File: config.mk
export PLATFORM = sky130hd
export DESIGN_NAME = vfc_serial_mul
export DESIGN_NICKNAME = d
export VERILOG_FILES = /design/src/rtl/vfc_pkg.sv /design/src/rtl/vfc_serial_mul.sv
export SDC_FILE = /design/constraint.sdc
export NUM_CORES = 1
export LEC_CHECK = 0
export BUFFER_PORTS_ARGS = -buffer_cell sky130_fd_sc_hd__buf_2
export CORE_ASPECT_RATIO = 0.6
export CORE_MARGIN = 1
export CORE_UTILIZATION = 55
export DETAILED_ROUTE_END_ITERATION = 8
export GPL_TIMING_DRIVEN = 0
export PLACE_DENSITY = 0.81
export SLEW_MARGIN = 20
export SYNTH_ARGS = -nofsm -noshare
export SYNTH_HDL_FRONTEND = slang
export SYNTH_SLANG_ARGS = --single-unit
File: constraint.sdc
create_clock -name clk -period 9.15 [get_ports clk]
set_input_delay 0 -clock clk [delete_from_list [all_inputs] [get_ports clk]]
set_output_delay 0 -clock clk [all_outputs]
set_load 0.02 [all_outputs]
File: src/rtl/vfc_pkg.sv
package vfc_pkg;

	localparam int NUM_PLANES = 6;
	localparam int NUM_REGS   = 8;
	localparam int COEF_W     = 34;
	localparam int MEM_W      = 48;
	localparam int MEM_DEPTH  = 4 * NUM_PLANES;
	localparam int SMUL_W     = 66;

	localparam logic [1:0] KIND_SPHERE = 2'd1;
	localparam logic [1:0] KIND_BOX    = 2'd2;

	typedef struct packed {
		logic busy;
		logic done;
	} smul_sts_t;

endpackage

File: src/rtl/vfc_serial_mul.sv
module vfc_serial_mul (
	input  logic                         clk,
	input  logic                         arst_n,
	input  logic                         start,
	input  logic [vfc_pkg::SMUL_W-1:0]   a,
	input  logic [vfc_pkg::SMUL_W-1:0]   b,
	output vfc_pkg::smul_sts_t           sts,
	output logic [2*vfc_pkg::SMUL_W-1:0] p
);
	import vfc_pkg::*;

	localparam int CNT_W = $clog2(SMUL_W + 1);

	logic [CNT_W-1:0]    cnt_q;
	logic                busy_q;
	logic                done_q;
	logic [SMUL_W-1:0]   a_q;
	logic [2*SMUL_W-1:0] p_q;
	logic [SMUL_W:0]     sum;

	// shift-add, one multiplier bit per cycle
	assign sum = {1'b0, p_q[2*SMUL_W-1:SMUL_W]} + (p_q[0] ? {1'b0, a_q} : '0);

	always_ff @(posedge clk or negedge arst_n) begin
		if (!arst_n) begin
			cnt_q  <= '0;
			busy_q <= 1'b0;
			done_q <= 1'b0;
		end else begin
			done_q <= 1'b0;
			if (start) begin
				busy_q <= 1'b1;
				cnt_q  <= CNT_W'(SMUL_W);
			end else if (busy_q) begin
				cnt_q <= cnt_q - 1'b1;
				if (cnt_q == CNT_W'(1)) begin
					busy_q <= 1'b0;
					done_q <= 1'b1;
				end
			end
		end
	end

	always_ff @(posedge clk) begin
		if (start) begin
			a_q <= a;
			p_q <= {{SMUL_W{1'b0}}, b};
		end else if (busy_q) begin
			p_q <= {sum, p_q[SMUL_W-1:1]};
		end
	end

	assign sts.busy = busy_q;
	assign sts.done = done_q;
	assign p        = p_q;

endmodule

After elaboration in Yosys (flattened, before gate mapping)

Cells that the tools add are included.

Eq/ne operators: 1
Muxes and demuxes: 11
Reduce and logical (&&, ||, !) cells: 1
Add/subtract/negate cells: 2

Operators by type and width:

| cell                | number |
|---|---|
| $mux 66             | 3 |
| $add 66x66->67      | 1 |
| $mux 7              | 2 |
| $eq 7x1->1 const B  | 1 |
| $sub 7x1->7 const B | 1 |
| $mux 1              | 6 |
| $reduce_bool 2->1   | 1 |

Register bits after elaboration: 207
Input bits: 135
Word-level logic and storage cells: 21

Longest topological paths before layout

Depth in word-level cells: 4
Depth in mapped cells: 14

Least setup slack after synthesis

Ideal clock, no wire load.

Kind: reg2reg
Start point: register p_q[0], in the netlist p[0]
End point: register p_q[116], in the netlist p[116]
Data arrival time: 3.394 ns
Slack: 5.694 ns
Stages on the path, launching flop included: 15
Data required time: 9.088 ns
Cells stage by stage: edfxtp_1 -> clkbuf_1 -> clkbuf_1 -> and2_1 -> ha_1 -> buf_2 -> and4_1 -> nand3_1 -> or2_2 -> nor4_1 -> a21oi_1 -> o31ai_2 -> a21boi_0 -> or4_1 -> nand3_1

Longest elaborated chain between the ends: 2

RTL lines:

| element                | line                 | RTL |
|---|---|---|
| start, declared        | vfc_serial_mul.sv:18 | `logic [2*SMUL_W-1:0] p_q;` |
| start signal, assigned | vfc_serial_mul.sv:47 | `p_q <= {{SMUL_W{1'b0}}, b};` |
| start signal, assigned | vfc_serial_mul.sv:49 | `p_q <= {sum, p_q[SMUL_W-1:1]};` |
| $mux 66                | vfc_serial_mul.sv:22 | `assign sum = {1'b0, p_q[2*SMUL_W-1:SMUL_W]} + (p_q[0] ? {1'b0, a_q} : '0);` |
| $add 66x66->67         | vfc_serial_mul.sv:22 |  |

Every way passes these cells.
A chain may end at the register's enable or synchronous reset.

Final worst setup path

Same ends and word-level chain as after synthesis.

==> implementation parameters <==
Parameter                              Value

Power and ir drop
  Internal Pwr Total ... 2.143 mW
  Fraction of power consumed by the clock network ... 26.4%
  Total power divided by cell area ... 217.4 nW/µm²
  Psw ... 1.237 mW
  Part of the total power dissipated in sequential elements ... 37.4%
  Part of the power in combinational logic ... ~36%
  Share of total power consumed by net switching ... 36.60%
  Peak supply drop ... 0.2282 mV
  Leakage Power ... 7.010 nW

Final layout
  Area occupied by multi-input gates ... just under 6000 µm²
  FF+latch area ... around 5500 µm²
  Share of post-route cells with drive strength above 1 ... 25.34%
  Count of fill cells added during filler insertion ... 1463
  Count of inserted antenna diode cells ... 0
  Net count, final ... 1740
  Layout-stage area growth over the synthesis result ... 32.13%

STA
  Final critical path time including I/O delays and setup ... 4552 ps
  Final hold slack ... around 190 ps
  Max transition margin ... between 40% and 50%
  RSZ-0062 raised after global routing ... false
  Number of max-slew violations in the final report ... 0
  Tightest Pin Transition ... approximately 860 ps
  Maximum clock skew at final layout ... around 13 ps
  Count of final setup violators ... 0
  Count of final hold-check violations ... 0
  Setup TNS Final ... 0 ps
  Part of the cycle the worst path needs ... slightly below 50%
  Fmax achieved ... roughly 0.22 GHz

Worst setup path
  Critical path type ... reg -> reg
  Chain of cells forming the critical path ... clkbuf_1, clkbuf_1, and2_1, ha_1, buf_2, and4_1, nand3_1, or2_2, nor4_1, a21oi_1, o31ai_2, a21boi_0, or4_1, nand3_1
  Crit path max fanout ... 10
  Slowest cell on the critical path ... o31ai_2
  Worst path required time ... about 9600 ps
  Crit end category ... register
  Delay of the slowest cell on the worst path ... around 650 ps
  Worst Path Arrival ... 5010 ps
  Crit path launch type ... register

Synthesis
  Number of instances in the synthesized netlist ... ~1100
  Warning count from the yosys run ... 0
  Leading register cell type out of synthesis ... edfxtp_1
  Async SR Flop Fraction ... 4.348%
  Netlist cell types ... 73
  Number of flip-flops and latches in the synthesized netlist ... 207
  Sequential share of the synthesized area ... 46.83%
  Post-Synthesis Mean Instance Area ... 10.62 µm²
  Syn Nets ... 1312
  Number of enable-type register cells in the synthesized netlist ... 132
  Cell area after synthesis ... approximately 12000 µm²

Run status
  Outcome ... finished clean

Global routing
  Total congestion overflow ... 0
  Global-route wire length before repair ... approximately 54000 µm
  Number of antenna violations at the first check in global routing ... 0
  Number of global-route vias before repair ... between 10000 and 15000
  Gr usage total ... 31.40%
  Pin count of the biggest net entering global routing ... 56

Clocking
  CTS H-tree lvls ... 1
  Clock root buffer ... clkbuf_16
  Clock transition at the registers of the reported paths ... 70 ps
  Clock tree from TritonCTS ... yes
  Clock Tree Buf Depth ... 3
  Clock buffers created by TritonCTS ... 21
  Clock latency on the worst-skew pair ... 520 ps
  Num Clock Sinks ... about 210
  Post-CTS Setup Repair Bufs ... 0

Die
  Area of the die ... 22000 µm²
  Die height ... 115.3 µm
  Number of placement rows ... 41
  Placeable Area ... around 21000 µm²
  Effective utilization at floorplan ... between 50% and 60%
  I/O Pins ... 269
  Floorplan die width ... 190.8 µm

Placement
  GP Congestion ... approximately 0.96
  Post-detailed-placement half-perimeter wirelength ... 24280 µm
  Number of port buffers ... 268

Routing
  Number of search-and-repair iterations in the first detailed-routing pass ... 5
  Average wire per standard cell ... 19.29 µm
  Final WL ... 35300 µm
  Routed vias ... 10611
  Via density per instance ... 5.798
  DRC violations left ... 0
  DRT antenna net count ... 0
  Initial DRC Count ... 886

Min path
  HP Class ... in -> reg

Flow run
  Total of max-cap violations ... 0
[cells in the mapped netlist, types with 6 or more instances]
cell / n / area, µm²
xnor2_1: 32 / 280.3
o21bai_1: 11 / 82.58
inv_1: 19 / 71.32
nand2b_1: 12 / 75.07
nor2_1: 82 / 307.8
o21ai_0: 50 / 250.2
mux2i_1: 32 / 320.3
nand2_1: 71 / 266.5
nor3_1: 14 / 70.07
edfxtp_1: 132 / 3964
o211ai_1: 7 / 52.55
o31ai_1: 7 / 52.55
dfrtp_1: 9 / 225.2
nor2b_1: 8 / 50.05
a21boi_0: 6 / 45.04
mux2_2: 67 / 754.5
and2_1: 69 / 431.7
a31oi_1: 10 / 62.56
dfxtp_1: 66 / 1321
xor2_1: 22 / 192.7
clkbuf_1: 50 / 187.7
ha_1: 68 / 850.8
o21a_1: 9 / 67.56
a21o_1: 45 / 337.8
a21oi_1: 78 / 390.4
or3_1: 7 / 43.79
nand3_1: 10 / 50.05
nand4_1: 28 / 175.2
[timing repair]
| item | CTS | global route |
|---|---|---|
| hold endpoints to repair | 172 | 0 |
| hold buffers | 135 | 0 |
| gates resized for setup | 0 | 0 |
[routing by layer]
metal  vias to the layer above  track usage [%]  share of wire, %
li1                       4983                -                 -
met1                      4967            44.84                44
met2                       564            46.59                43
met3                        97            7.326               9.9
met4                         0            11.25               3.5
met5                         -                0                 0
[cells by family (layout without fill, tap and decap cells)]
group                      count (synthesis)  in the layout  synth area share (%)
and+or+nand+nor                          326            326                 14.06
AOI/OAI and AO/OA                        275            275                 15.92
DFF                                      207            207                 46.83
muxes                                     99             99                 9.133
buffers and inverters                     78            521                 2.648
adders and majority gates                 69             69                 7.400
xor gates and xnor gates                  54             54                 4.019
[worst paths after layout]
path                         from       end  slack [ps]  cells past startpoint
hold / removal              a[59]   a_q[59]         190                      2
min in group asynchronous  arst_n  cnt_q[5]         470                      3
setup reg to reg             p[0]    p[116]        4600                     14
setup / recovery             p[0]    p[116]        4600                     14
hold reg to reg             p[83]     p[83]         490                      2
max in group asynchronous  arst_n  cnt_q[1]        8370                      3
[through the flow]
stage / setup slack (ps) / area [µm²] / total power, mW / instances / util, %
2_1_floorplan: 5694 / 11770 / 2.066 / 1108 / -
3_3_place_gp: 4736 / 13460 / 2.386 / 1655 / 64.14
3_5_place_dp: 4840 / 13510 / 2.418 / 1657 / 64.39
4_1_cts: 4795 / 15550 / 3.350 / 1830 / 74.11
5_1_grt: 4410 / 15550 / 3.538 / 1830 / 74.11
6_report: 4598 / 15550 / 3.380 / 1830 / 74.11
[sequential cells by signal, summed over array words and instances, names as in the netlist]
name    flops
a_q        66
p         132
cnt_q       7
done_q      1
busy_q      1
[worst max-delay path, delay by kind of cell (launching register included)]
family | cells | cell delay [ps]
AO/OA/AOI/OAI | 3 | 1170
flip-flops | 1 | 420
buffers and inverters | 3 | 1110
adder cells (fa/ha/maj) | 1 | 120
AND/OR/NAND/NOR | 7 | 1660
[power by group through the flow]
stage / combinational [mW] / sequential [mW] / clock [mW]
4_1_cts: 1.20 / 1.26 / 0.896
3_5_place_dp: 1.15 / 1.27 / 0
2_1_floorplan: 0.674 / 1.39 / 0
5_1_grt: 1.33 / 1.28 / 0.933
3_3_place_gp: 1.12 / 1.27 / 0
6_report: 1.22 / 1.26 / 0.892
[layout make-up]
| class | count | area share (%) |
|---|---|---|
| multi-input cells | 823 | 38.24 |
| clock inverters | 6 | 0.5794 |
| repair buffers | 405 | 17.64 |
| inverters | 19 | 0.4748 |
| flip-flops and latches | 207 | 35.44 |
| well taps | 279 | 2.245 |
| plain buffers | 59 | 1.545 |
| clock buffers | 32 | 3.838 |
[layout by cell type (no fill, tap or decap), types with 21 or more instances in the layout]
cell type,Yosys,final
ha_1,68,68
dfxtp_1,66,66
a21o_1,45,45
xnor2_1,32,32
nor2_1,82,82
buf_2,3,270
nand2_1,71,71
edfxtp_1,132,132
mux2i_1,32,32
xor2_1,22,22
clkbuf_1,50,58
clkbuf_16,0,21
dlygate4sd3_1,0,135
mux2_2,67,67
and2_1,69,69
o21ai_0,50,50
a21oi_1,78,78
nand4_1,28,28
(Power assumes the default switching activity.)
